==> config.mk <==
export PLATFORM = sky130hd
export DESIGN_NAME = pgw_front
export DESIGN_NICKNAME = d
export VERILOG_FILES = /design/src/hw/rtl/pgw_pkg.sv /design/src/hw/rtl/pgw_front.sv
export SDC_FILE = /design/constraint.sdc
export NUM_CORES = 1
export LEC_CHECK = 0
export BUFFER_PORTS_ARGS = -buffer_cell sky130_fd_sc_hd__buf_2
export CAP_MARGIN = 10
export CORE_AREA = 2 2 112 114
export DETAILED_ROUTE_END_ITERATION = 8
export DIE_AREA = 0 0 114 116
export PLACE_DENSITY = 0.4
export REMOVE_ABC_BUFFERS = 1
export SETUP_SLACK_MARGIN = 0.3
export SLEW_MARGIN = 10
export SYNTH_ARGS = -nofsm -noshare
export SYNTH_HDL_FRONTEND = slang
export SYNTH_SLANG_ARGS = --single-unit
export TNS_END_PERCENT = 100
==> constraint.sdc <==
create_clock -name clk -period 1.77 [get_ports clk]
set_input_delay 0.0885 -clock clk [delete_from_list [all_inputs] [get_ports clk]]
set_output_delay 0.0885 -clock clk [all_outputs]
set_load 0.05 [all_outputs]
==> src/hw/rtl/pgw_pkg.sv <==
`timescale 1ns / 1ps
// ----------------------------------------------------------------------------
// pgw_pkg: shared types and constants of the page-table walker
// Item and result layouts, operation and status codes, walker states.
// ----------------------------------------------------------------------------
package pgw_pkg;

  // store size default, log2 of the number of 64-bit words
  localparam int STORE_WORDS_LOG2_DEF = 14;

  // field widths
  localparam int ROOT_W       = 17;
  localparam int FRAME_LSB    = 12;
  localparam int ROOT_FRAME_W = ROOT_W - FRAME_LSB;
  localparam int VA_W         = 48;
  localparam int IDX_W        = 14;
  localparam int ENTRY_W      = 64;
  localparam int ATTR_W       = 12;
  localparam int LEVEL_IDX_W  = 9;
  localparam int LEAF_BIT     = 7;

  // stream payload widths
  localparam int IN_TDATA_W   = 128;
  localparam int OUT_FIELDS_W = 64 + 12 + 2 + 3;
  localparam int OUT_TDATA_W  = 88;

  // front-to-back queue
  localparam int QUEUE_DEPTH  = 2;
  localparam int QUEUE_PTR_W  = 1;
  localparam int QUEUE_CNT_W  = 2;

  // action bit on the input stream
  localparam logic ACTION_WRITE = 1'b0;

  // classified operation carried through the queue
  typedef enum logic [1:0] {
    OP_WRITE,
    OP_WALK,
    OP_NO_ROOT
  } op_t;

  // walker states
  typedef enum logic [1:0] {
    BK_CLEAR,
    BK_IDLE,
    BK_WALK
  } bk_state_t;

  typedef enum logic [2:0] {
    ST_OK           = 3'd0,
    ST_TOP_EMPTY    = 3'd1,
    ST_SECOND_EMPTY = 3'd2,
    ST_THIRD_EMPTY  = 3'd3,
    ST_LEAF_EMPTY   = 3'd4,
    ST_NO_ROOT      = 3'd5
  } walk_status_t;

  typedef enum logic [1:0] {
    PS_4K = 2'd0,
    PS_2M = 2'd1,
    PS_1G = 2'd2
  } page_size_t;

  typedef struct packed {
    op_t                     op;
    logic [ROOT_FRAME_W-1:0] root_frame;
    logic [VA_W-1:0]         virt_addr;
    logic [IDX_W-1:0]        entry_index;
    logic [ENTRY_W-1:0]      entry_value;
  } wlk_item_t;

  typedef struct packed {
    logic [ENTRY_W-1:0] phys_base;
    logic [ATTR_W-1:0]  attributes;
    page_size_t         page_size;
    walk_status_t       walk_status;
  } wlk_result_t;

endpackage

==> src/hw/rtl/pgw_front.sv <==
`timescale 1ns / 1ps
// ----------------------------------------------------------------------------
// pgw_front: input side of the page-table walker
// Holds the root register, accepts input beats and classifies each one
// as a table write, a walk or a lookup without root before queueing it.
// ----------------------------------------------------------------------------
module pgw_front
  import pgw_pkg::*;
(
  input  logic                  clk,
  input  logic                  rst,
  input  logic                  cfg_wr_en,
  input  logic [ROOT_W-1:0]     cfg_wr_data,
  input  logic                  s_tvalid,
  output logic                  s_tready,
  input  logic [IN_TDATA_W-1:0] s_tdata,
  input  logic                  s_tuser,
  input  logic                  clearing,
  input  logic                  q_full,
  output logic                  push,
  output wlk_item_t             push_item
);

  logic [ROOT_W-1:0] root_table_base;

  // root register
  always_ff @(posedge clk) begin
    if (rst) begin
      root_table_base <= '0;
    end else if (cfg_wr_en) begin
      root_table_base <= cfg_wr_data;
    end
  end

  // no beat taken while the store is being cleared or the queue is full
  assign s_tready = !q_full && !clearing;
  assign push     = s_tvalid && s_tready;

  // classify and unpack
  always_comb begin
    push_item.root_frame  = root_table_base[ROOT_W-1:FRAME_LSB];
    push_item.virt_addr   = s_tdata[VA_W-1:0];
    push_item.entry_index = s_tdata[VA_W+IDX_W-1:VA_W];
    push_item.entry_value = s_tdata[VA_W+IDX_W+ENTRY_W-1:VA_W+IDX_W];
    if (s_tuser == ACTION_WRITE) begin
      push_item.op = OP_WRITE;
    end else if (root_table_base[ROOT_W-1:FRAME_LSB] == '0) begin
      push_item.op = OP_NO_ROOT;
    end else begin
      push_item.op = OP_WALK;
    end
  end

endmodule

# After elaboration in Yosys (flattened, before gate mapping)
# Index checks and enable logic that the tools add are counted.
dict set report word_totals {
  reg_bits 17
  input_bits 152
  output_inout_bits 135
  elab_cells 8
}
dict set report op_classes {
  muxes 2
  reduce_logical 5
}
# op count
set ops {}
lappend ops {{$logic_not 5->1} 1}
lappend ops {{$mux 2} 2}
lappend ops {{$logic_and 1x1->1} 2}
lappend ops {{$logic_not 1->1} 2}

# Longest topological paths before layout
dict set report depth {
  ltp_word 3
  ltp_mapped 3
  depth_no_buf 2
}

# Worst setup path after synthesis
# Ideal clock, no wire load.
dict set report synth_timing {
  path_type {register -> output}
  from {register root_table_base[13]}
  to {output push_item[131] in the netlist's numbering}
  t_arrival_ns 1.907
  setup_slack_ns -0.225
  stages_incl_launch_ff 3
  path_buffers 0
  path_cell_list {dfxtp_1 > nor3_2 > a21boi_0}
}
# element line
set synth_rtl {}
lappend synth_rtl {{start, declared} pgw_front.sv:24} ;# logic [ROOT_W-1:0] root_table_base;
lappend synth_rtl {{start signal, assigned} pgw_front.sv:31} ;# root_table_base <= cfg_wr_data;
lappend synth_rtl {{end, declared} pgw_front.sv:21} ;# output wlk_item_t push_item

==> flow_metrics.env <==
export IMPL_syn2layout_area_growth_pct=-50.9
export IMPL_htree_levels=1
export IMPL_path_depth=3
export IMPL_power_density_nw_per_um2=1040
export IMPL_p_int_mw=0.447
export IMPL_grt_use_total_pct=24.9
export IMPL_routabilityCongestion=0.972
export IMPL_start_kind="register"
export IMPL_clk_pin_slew_worst_paths_ns=0.03
export IMPL_ys_types=9
export IMPL_r2r_end="root_table_base[16]$_SDFFE_PP0P_"
export IMPL_syn_area_per_cell_um2=7.86
export IMPL_rrSetupSlack_ns=1.15
export IMPL_crit_chain="nor3_2 -> and3_1 -> buf_2"
export IMPL_largest_register_ffs=5
export IMPL_insertion_delay_ns=0.22
export IMPL_swShare_pct=24.6
export IMPL_drtIter0Drc=46
export IMPL_synth_xor_xnor_area_share_pct=0
export IMPL_cts_hold_buf=0
export IMPL_crit_path_max_incr_delay_ns=0.31
export IMPL_cp_max_fo=3
export IMPL_die_w_um=114
export IMPL_clock_sinks=5
export IMPL_coreArea_um2=11900
export IMPL_mostFrequentLayoutCell="buf_2"
export IMPL_slew_viol_final=0
export IMPL_routed_wl_mm=17.2
export IMPL_grt_overflow_total=0
export IMPL_ys_ff_latch=5
export IMPL_seq_area_frac_synth_pct=8.60
export IMPL_antenna_left=0
export IMPL_grt_max_degree=6
export IMPL_setup_slack_ns=0.398
export IMPL_wl_per_cell_um=89.0
export IMPL_dp_slack_ns=0.589
export IMPL_drive_gt1_share_pct=53.3
export IMPL_cpLargestDelayFamily="simple AND/OR/NAND/NOR gates"
export IMPL_path_class="reg -> out"
export IMPL_fin_skew_ns=0
export IMPL_fin_area_um2=572
export IMPL_layoutNonFillerInstCount=193
export IMPL_peakVddDrop_uv=341
export IMPL_placementRows=40
export IMPL_finalCritPeriodShare_pct=77.5
export IMPL_antenna_found_initial=1
export IMPL_cts_made_buffers=3
export IMPL_synthAdderAreaFrac_pct=0
export IMPL_worstPathArrival_ns=1.28
export IMPL_synth_top_cell_by_area="buf_4"
export IMPL_p_clk_share_pct=62.2
export IMPL_firstDrtPassIters=4
export IMPL_pin_count=287
export IMPL_slowest_stage="dfxtp_1"
export IMPL_die_h_um=116
export IMPL_p_leak_nw=0.223
export IMPL_comb_power_share_pct=16.6
export IMPL_via_count=590
export IMPL_viasPerCell=3.06
export IMPL_grt_first_pass_wirelength_mm=18.2
export IMPL_power_switching_mw=0.146
export IMPL_synth_top_family_by_area="buffers and inverters"
export IMPL_cts_resized=0
export IMPL_hpwlAfterDp_mm=16.8
export IMPL_rr_worst_depth=2
export IMPL_ys_warn_count=0
export IMPL_hold_viol=0
export IMPL_synth_area_mux_share_pct=4.30
export IMPL_post_route_util_pct=4.80
export IMPL_start_util_pct=9.77
export IMPL_worst_path_buf_inv=1
export IMPL_synth_top_area_share_pct=81.3
export IMPL_hold_end="root_table_base[14]$_SDFFE_PP0P_"
export IMPL_status="finished, final reports clean"
export IMPL_synth_area_um2=1160
export IMPL_fin_crit_ns=1.37
export IMPL_placed_cells=188
export IMPL_grt_pass1_vias=509
export IMPL_cts_root_buf="clkbuf_16"
export IMPL_end_kind="primary output"
export IMPL_largest_register="root_table_base"
export IMPL_fmax_mhz=729
export IMPL_cts_tree="yes"
export IMPL_setup_viol=0
export IMPL_synth_compound_area_share_pct=0.645
export IMPL_nets=198
export IMPL_cts_setup_buffers=0
export IMPL_required_ns=1.68
export IMPL_synthCells=148
export IMPL_post_dp_cell_area_um2=490
export IMPL_synth_simple_area_share_pct=4.19
export IMPL_die_area_um2=13200
export IMPL_r2r_start="root_table_base[16]$_SDFFE_PP0P_"
export IMPL_clock_path_buffers=2
export IMPL_top_regs="root_table_base: 5 flops"
export IMPL_maxSlewHeadroom_pct=79.3
export IMPL_hp_start="cfg_wr_data[14]"
export IMPL_rsz0062_at_grt="false"
export IMPL_drc=0
export IMPL_cap_viol_max_count=0
export IMPL_seqPwrFrac_pct=21.2
export IMPL_synth_area_leaders="buf_4 (81%), dfxtp_1 (8.6%), mux2i_1 (4.3%)"
export IMPL_hold_class="in -> reg"
export IMPL_hold_depth=3
export IMPL_portBuffers=20
export IMPL_worstMarginPinSlew_ns=0.313
export IMPL_fillers=1410
export IMPL_layout_common_cells="buf_2 (20), nor2_1 (7), mux2i_1 (5), dfxtp_1 (5), clkbuf_16 (3)"
-- power by group through the flow --
| stage | Sequential [mW] | Clock [mW] | Combinational [mW] |
|---|---|---|---|
| after floorplan | 0.150 | 0 | 0.0403 |
| after global placement | 0.127 | 0 | 0.0993 |
| after detailed placement | 0.127 | 0 | 0.100 |
| after CTS | 0.126 | 0.377 | 0.100 |
| after global routing | 0.127 | 0.385 | 0.106 |
| final | 0.126 | 0.369 | 0.0980 |
-- worst min-delay path: cells and delay by family --
family,cells,cell delay [ns]
mux,1,0.06
buf+inv,1,0.08
simple gates,1,0.07
-- worst max path at each step --
| stage | from | end |
|---|---|---|
| finish | root_table_base[13]$_SDFFE_PP0P_ | push_item[132] |
| global route | root_table_base[13]$_SDFFE_PP0P_ | push_item[132] |
| CTS | root_table_base[13]$_SDFFE_PP0P_ | push_item[132] |
| detailed placement | root_table_base[13]$_SDFFE_PP0P_ | push_item[132] |
| global placement | root_table_base[13]$_SDFFE_PP0P_ | push_item[132] |
| floorplan | root_table_base[13]$_SDFFE_PP0P_ | push_item[131] |
-- per-stage QoR --
| step | TNS [ns] | total power, mW | hold slack (ns) |
|---|---|---|---|
| floorplan | -0.225 | 0.190 | 0.161 |
| global placement | 0 | 0.226 | 0.178 |
| detailed placement | 0 | 0.227 | 0.178 |
| CTS | 0 | 0.603 | 0.108 |
| global route | 0 | 0.618 | 0.145 |
| finish | 0 | 0.592 | 0.106 |
-- synthesized netlist by cell type --
cell type / count
a21boi_0: 1
and2_1: 1
and3_1: 1
buf_4: 126
buf_6: 1
dfxtp_1: 5
mux2i_1: 5
nor2_1: 7
nor3_2: 1
-- cell type report --
cell class	instances	area (um^2)	share of cell area (%)
antenna	1	2.50	0.438
tap	147	184	32.2
clock buffer	4	78.8	13.8
multi-input combinational	16	106	18.6
timing repair buffer	20	100	17.5
sequential	5	100	17.5
-- cell families after synthesis --
logic type             Yosys count
DFF                              5
buffers and inverters          127
muxes                            5
AOI/OAI and AO/OA                1
and+or+nand+nor                 10
-- metal layers --
metal	GRT usage, %	part of all wire (%)
met1	1.54	2.6
met2	58.3	65
met3	32.8	28
met4	9.76	4.9
met5	0	0
No activity file was read; power rests on OpenSTA's default activity.
