## config.mk

```make
export PLATFORM = sky130hd
export DESIGN_NAME = pgw_queue
export DESIGN_NICKNAME = d
export VERILOG_FILES = /design/src/hw/rtl/pgw_pkg.sv /design/src/hw/rtl/pgw_queue.sv
export SDC_FILE = /design/constraint.sdc
export NUM_CORES = 1
export LEC_CHECK = 0
export ABC_AREA = 1
export BUFFER_PORTS_ARGS = -buffer_cell sky130_fd_sc_hd__buf_2
export CORE_MARGIN = 10
export CORE_UTILIZATION = 35
export CTS_CLUSTER_SIZE = 8
export DETAILED_ROUTE_END_ITERATION = 8
export GPL_ROUTABILITY_DRIVEN = 1
export SYNTH_ARGS = -nofsm -noshare
export SYNTH_HDL_FRONTEND = slang
export SYNTH_SLANG_ARGS = --single-unit
export TNS_END_PERCENT = 10
```

## constraint.sdc

```tcl
create_clock -name clk -period 13.58 [get_ports clk]
set_input_delay 0.679 -clock clk [delete_from_list [all_inputs] [get_ports clk]]
set_output_delay 0.679 -clock clk [all_outputs]
set_load 0.01 [all_outputs]
```

## src/hw/rtl/pgw_pkg.sv

```systemverilog
`timescale 1ns / 1ps
// ----------------------------------------------------------------------------
// pgw_pkg: shared types and constants of the page-table walker
// Item and result layouts, operation and status codes, walker states.
// ----------------------------------------------------------------------------
package pgw_pkg;

  // store size default, log2 of the number of 64-bit words
  localparam int STORE_WORDS_LOG2_DEF = 14;

  // field widths
  localparam int ROOT_W       = 17;
  localparam int FRAME_LSB    = 12;
  localparam int ROOT_FRAME_W = ROOT_W - FRAME_LSB;
  localparam int VA_W         = 48;
  localparam int IDX_W        = 14;
  localparam int ENTRY_W      = 64;
  localparam int ATTR_W       = 12;
  localparam int LEVEL_IDX_W  = 9;
  localparam int LEAF_BIT     = 7;

  // stream payload widths
  localparam int IN_TDATA_W   = 128;
  localparam int OUT_FIELDS_W = 64 + 12 + 2 + 3;
  localparam int OUT_TDATA_W  = 88;

  // front-to-back queue
  localparam int QUEUE_DEPTH  = 2;
  localparam int QUEUE_PTR_W  = 1;
  localparam int QUEUE_CNT_W  = 2;

  // action bit on the input stream
  localparam logic ACTION_WRITE = 1'b0;

  // classified operation carried through the queue
  typedef enum logic [1:0] {
    OP_WRITE,
    OP_WALK,
    OP_NO_ROOT
  } op_t;

  // walker states
  typedef enum logic [1:0] {
    BK_CLEAR,
    BK_IDLE,
    BK_WALK
  } bk_state_t;

  typedef enum logic [2:0] {
    ST_OK           = 3'd0,
    ST_TOP_EMPTY    = 3'd1,
    ST_SECOND_EMPTY = 3'd2,
    ST_THIRD_EMPTY  = 3'd3,
    ST_LEAF_EMPTY   = 3'd4,
    ST_NO_ROOT      = 3'd5
  } walk_status_t;

  typedef enum logic [1:0] {
    PS_4K = 2'd0,
    PS_2M = 2'd1,
    PS_1G = 2'd2
  } page_size_t;

  typedef struct packed {
    op_t                     op;
    logic [ROOT_FRAME_W-1:0] root_frame;
    logic [VA_W-1:0]         virt_addr;
    logic [IDX_W-1:0]        entry_index;
    logic [ENTRY_W-1:0]      entry_value;
  } wlk_item_t;

  typedef struct packed {
    logic [ENTRY_W-1:0] phys_base;
    logic [ATTR_W-1:0]  attributes;
    page_size_t         page_size;
    walk_status_t       walk_status;
  } wlk_result_t;

endpackage

```

## src/hw/rtl/pgw_queue.sv

```systemverilog
`timescale 1ns / 1ps
// ----------------------------------------------------------------------------
// pgw_queue: short item queue between front and walker
// Small register FIFO so that front and walker stall on their own.
// ----------------------------------------------------------------------------
module pgw_queue
  import pgw_pkg::*;
(
  input  logic      clk,
  input  logic      rst,
  input  logic      push,
  input  wlk_item_t push_item,
  output logic      full,
  output logic      q_valid,
  output wlk_item_t q_item,
  input  logic      pop
);

  localparam logic [QUEUE_PTR_W-1:0] PTR_LAST = QUEUE_PTR_W'(QUEUE_DEPTH - 1);
  localparam logic [QUEUE_CNT_W-1:0] CNT_FULL = QUEUE_CNT_W'(QUEUE_DEPTH);

  wlk_item_t              slots [QUEUE_DEPTH];
  logic [QUEUE_PTR_W-1:0] wr_ptr;
  logic [QUEUE_PTR_W-1:0] rd_ptr;
  logic [QUEUE_CNT_W-1:0] count;

  assign full    = (count == CNT_FULL);
  assign q_valid = (count != '0);
  assign q_item  = slots[rd_ptr];

  // pointers and fill count
  always_ff @(posedge clk) begin
    if (rst) begin
      wr_ptr <= '0;
      rd_ptr <= '0;
      count  <= '0;
    end else begin
      if (push) begin
        wr_ptr <= (wr_ptr == PTR_LAST) ? '0 : wr_ptr + 1'b1;
      end
      if (pop) begin
        rd_ptr <= (rd_ptr == PTR_LAST) ? '0 : rd_ptr + 1'b1;
      end
      if (push && !pop) begin
        count <= count + 1'b1;
      end else if (pop && !push) begin
        count <= count - 1'b1;
      end
    end
  end

  // storage
  always_ff @(posedge clk) begin
    if (push) begin
      slots[wr_ptr] <= push_item;
    end
  end

  a_no_overflow: assert property (@(posedge clk) disable iff (rst) push |-> !full)
    else $error("queue push while full");
  a_no_underflow: assert property (@(posedge clk) disable iff (rst) pop |-> q_valid)
    else $error("queue pop while empty");

endmodule

```

# == Word-level counts from Yosys, hierarchy flattened ==
# Memories as Yosys holds them, arrays and structs flattened. A register that Yosys moved wholly into a read port is not among the register bits.
# Index checks and enable logic that the tools add are counted.
# op_classes
n_addsub,4
n_eq_ne,1
n_mux,8
n_reduce_logical,6
# ops
op,n
$mux W1,6
$mux W2,2
$reduce_bool A2 Y1,2
$add A1 B1 Y1 const B,2
$add A2 B1 Y2 const B,1
$eq A2 B2 Y1 const B,1
$logic_and A1 B1 Y1,2
$logic_not A1 Y1,2
$sub A2 B1 Y2 const B,1
# word_totals
reg_bits,4
ram_bits,266
in_bits,137
output_inout_bits,135
elab_cells,23
n_memories,1
# memory_table
name,words,width,rd,rd_clocked_by_memory_dff,write_ports,line,source
slots,2,133,1,1,1,pgw_queue.sv:22,wlk_item_t slots [QUEUE_DEPTH];

# == Longest topological paths before layout ==
# depth
depth_word,4
mapped_depth,8
depth_no_buf,8

# == Worst setup path before layout ==
# OpenSTA, ideal clock, no wires.
# synth_path
kind,in2reg
from,in push
to,"mem slots[0][0] (netlist bit), enable pin"
setup_ns,0.631
arrival_time_ns,6.281
required_time_ns,12.949
path_slack_ns,6.668
stages,2
n_path_buf,0
path_cell_list,inv_1 nor2_1
# synth_via
elab_chain_cells,2
# synth_lines
item,line,source
from (decl),pgw_queue.sv:11,"input logic push,"
$mux W1,pgw_queue.sv:54,if (push) begin
$mux W1 (implied by the code),pgw_queue.sv:55,slots[wr_ptr] <= push_item;
to (decl),pgw_queue.sv:22,
# No other way between the ends.

==> key figures <==
Route
  – Final WL: 21,810 um
  – Number of nets with antenna violations after routing: 0
  – Drc violations: 0
  – Vias per inst: 4.460
  – Met3 routed WL: 2101 um
  – Vias: 5,093
  – Routed WL per cell: 19.10 um
  – Top Layer Used: met5
  – Wl on met1: 8745 um
  – TritonRoute pass-1 iters: 4
  – Routed length on met2: 10,430 um
  – DR iter-0 viols: 210

Clocking
  – Clock Latency Late Sink: 500 ps
  – PostCTS Resize Cnt: 0
  – CTS sink count: 271
  – Clock Tree Root: clkbuf_16
  – Setup repair bufs after CTS: 0
  – # hold bufs at CTS: 0
  – Clock transition at path regs: 50 ps
  – CTS max path bufs: 3
  – CTS H-tree lvls: 2
  – CTS Buf Count: 39
  – CTS tree: yes

Synthesis
  – Most frequent cell after synthesis: edfxtp_1
  – Syn nets: 585
  – Area contributors post-synth: edfxtp_1, mux2_4, mux2_2, buf_6, dfxtp_1
  – Mapped Area: 10,110 um^2
  – Yosys top cell by area: edfxtp_1
  – Post-synth top area share: 79.04%
  – FFs w/ async S/R, synth: 0%
  – Register bit count reported by yosys: 271
  – EDFF count, synth: 266
  – Synth unique cells: 16
  – Top_reg_cell synth: edfxtp_1
  – Mapped Cells: 447
  – Post-synth top cells: edfxtp_1, mux2_4, mux2_2, buf_6, inv_1
  – Syn avg cell area: 22.61 um^2
  – Register area share after synthesis: 80.03%
  – Yosys warns: 0

Timing
  – Final Hold Viols: 0
  – Worst slew margin: 24.43%
  – Final setup TNS: 0 ps
  – Worst Skew: 7.950 ps
  – Final min period: 4033 ps
  – Final WS setup: 9547 ps
  – Worst-Margin Slew: 1134 ps
  – Final setup fails: 0
  – Final critical-path share of the clock period: 29.70%
  – RSZ-0062 raised after global routing: no
  – Top achievable clock speed: 0.2480 GHz
  – Pins Over Slew Limit: 0

Layout
  – Share of cells above drive strength 1: 59.92%
  – Area delta synth->final: 27.87%
  – Nets: 887
  – Filler cell count: 2,493

Worst setup path
  – Endpoint type of the worst setup path: primary output
  – Type of the worst setup path: reg2out
  – Reg2Reg Launch Point: wr_ptr
  – Crit-path max FO: 66
  – Flop-to-flop setup slack: 10,620 ps
  – R2R depth: 3
  – Worst Path Arrival: 3350 ps
  – WP data required: 12,900 ps
  – Critical path launch point type: flop
  – RR Endpoint: slots[0][54]

Global route
  – Number of global-route vias before repair: 5,526
  – Global Route Usage Sum: 11.58%
  – Grt total ovfl: 0
  – First-pass GRT wire length: 32,570 um
  – Initial antenna violation count: 4
  – Largest net degree at the start of global routing: 78

Pwr
  – VDD IR-drop max: 0.00008196 V
  – Cell Int Power: 1.602 mW
  – Clock power share: 41.4%
  – Leakage: 4.992 nW
  – Combinational Power Share: 9.9%
  – Sw frac: 20.92%
  – Sw Pwr: 0.4238 mW
  – Reg power frac: 48.7%
  – Pwr dens: 156.8 nW/um^2

Run status
  – Run status: finished clean

Floorplan
  – Chip Height: 189.9 um
  – I/O pins: 272
  – Placeable core region: 28,630 um^2
  – Die Wd: 189.9 um
  – Starting Density: 35.30%
  – Row count: 62
  – Full die area: 36,070 um^2

Hold path
  – Worst hold start: push_item[30]
  – Hold Path Sink: slots[1][30]
  – Hold-critical path depth: 1
  – Min-Delay Path Class: in2reg

Placed design
  – Gpl congestion: 0.6978
  – IO Port Bufs: 271
  – HPWL Detailed: 14,780 um
  – DP Worst Slack: 9971 ps

Run
  – Max-Cap Viols: 0
==> power groups by stage <==
stage,Clock (mW),Sequential (mW),Combinational (mW)
after detailed placement,0,1.00,0.206
after global placement,0,1.00,0.205
after floorplan,0,1.00,0.125
after CTS,0.866,0.987,0.207
final,0.839,0.986,0.201
after global routing,0.904,0.989,0.218
==> routing by layer <==
| metal | global-route usage [%] | vias up |
|---|---|---|
| met5 | 0 | - |
| met1 | 13.69 | 2477 |
| met2 | 18.78 | 201 |
| met3 | 4.925 | 45 |
| met4 | 3.632 | 4 |
| li1 | - | 2366 |
==> sequential cells by signal, indices dropped and copies added (netlist names), named ones only <==
name,flops
count,2
rd_ptr,1
slots,266
wr_ptr,1
==> area by class of cell <==
type                            instances  area, um^2  share of cell area, %
Sequential cell                       271        8092                  62.62
Multi-Input combinational cell        152        1861                  14.40
Timing Repair Buffer                  276        1394                  10.79
Clock buffer                           48        1052                  8.143
Tap cell                              384       480.5                  3.718
Inverter                                9       38.79                 0.3002
Antenna cell                            2       5.005                0.03873
==> how the worst max path moves through the flow <==
stage	to	start	cells after the start	slack, ps
final	q_item[113]	flop	4	9550
after global routing	q_item[117]	flop	4	9310
after CTS	q_item[113]	flop	4	9430
after detailed placement	q_item[113]	flop	4	9970
after global placement	q_item[117]	flop	4	9990
after floorplan	slots[0][0]	push	2	6670
==> stage by stage <==
| stage | std cells | utilization (%) | instance area [um^2] | hold slack, ps | total power [mW] |
|---|---|---|---|---|---|
| floorplan | 447 | - | 10110 | 479.9 | 1.126 |
| global placement | 1092 | 41.45 | 11870 | 493.3 | 1.205 |
| detailed placement | 1092 | 41.45 | 11870 | 506.9 | 1.208 |
| CTS | 1140 | 45.13 | 12920 | 339.0 | 2.060 |
| global route | 1140 | 45.13 | 12920 | 342.3 | 2.112 |
| finish | 1142 | 45.14 | 12920 | 364.4 | 2.026 |
==> worst max-delay path, stage by stage (launching register included) <==
cell and delay [ps]:
dfxtp_4 650, buf_4 940, buf_4 640, mux2_2 400
buf_2 140
==> cell families after synthesis <==
logic type / synth area share [%]
adder cells (fa/ha/maj): 0.1238
XOR/XNOR: 0.08668
AO/OA/AOI/OAI: 0.09895
flip-flops: 80.03
multiplexers: 17.42
buffers and inverters: 1.634
AND/OR/NAND/NOR: 0.6066
==> placed cells by master, fill, tap and decap left out <==
master	instances
diode_2	2
nor3_1	1
nor2_4	1
nor2_1	5
nand4_1	1
mux2_4	70
nand3_1	1
a21oi_1	1
edfxtp_1	266
ha_1	1
dfxtp_1	4
clkbuf_1	7
clkbuf_16	41
xnor2_1	1
dfxtp_4	1
buf_2	271
inv_1	8
buf_4	5
nand2_1	6
mux2_2	63
o21ai_0	1
inv_6	1
(Power assumes the default switching activity.)
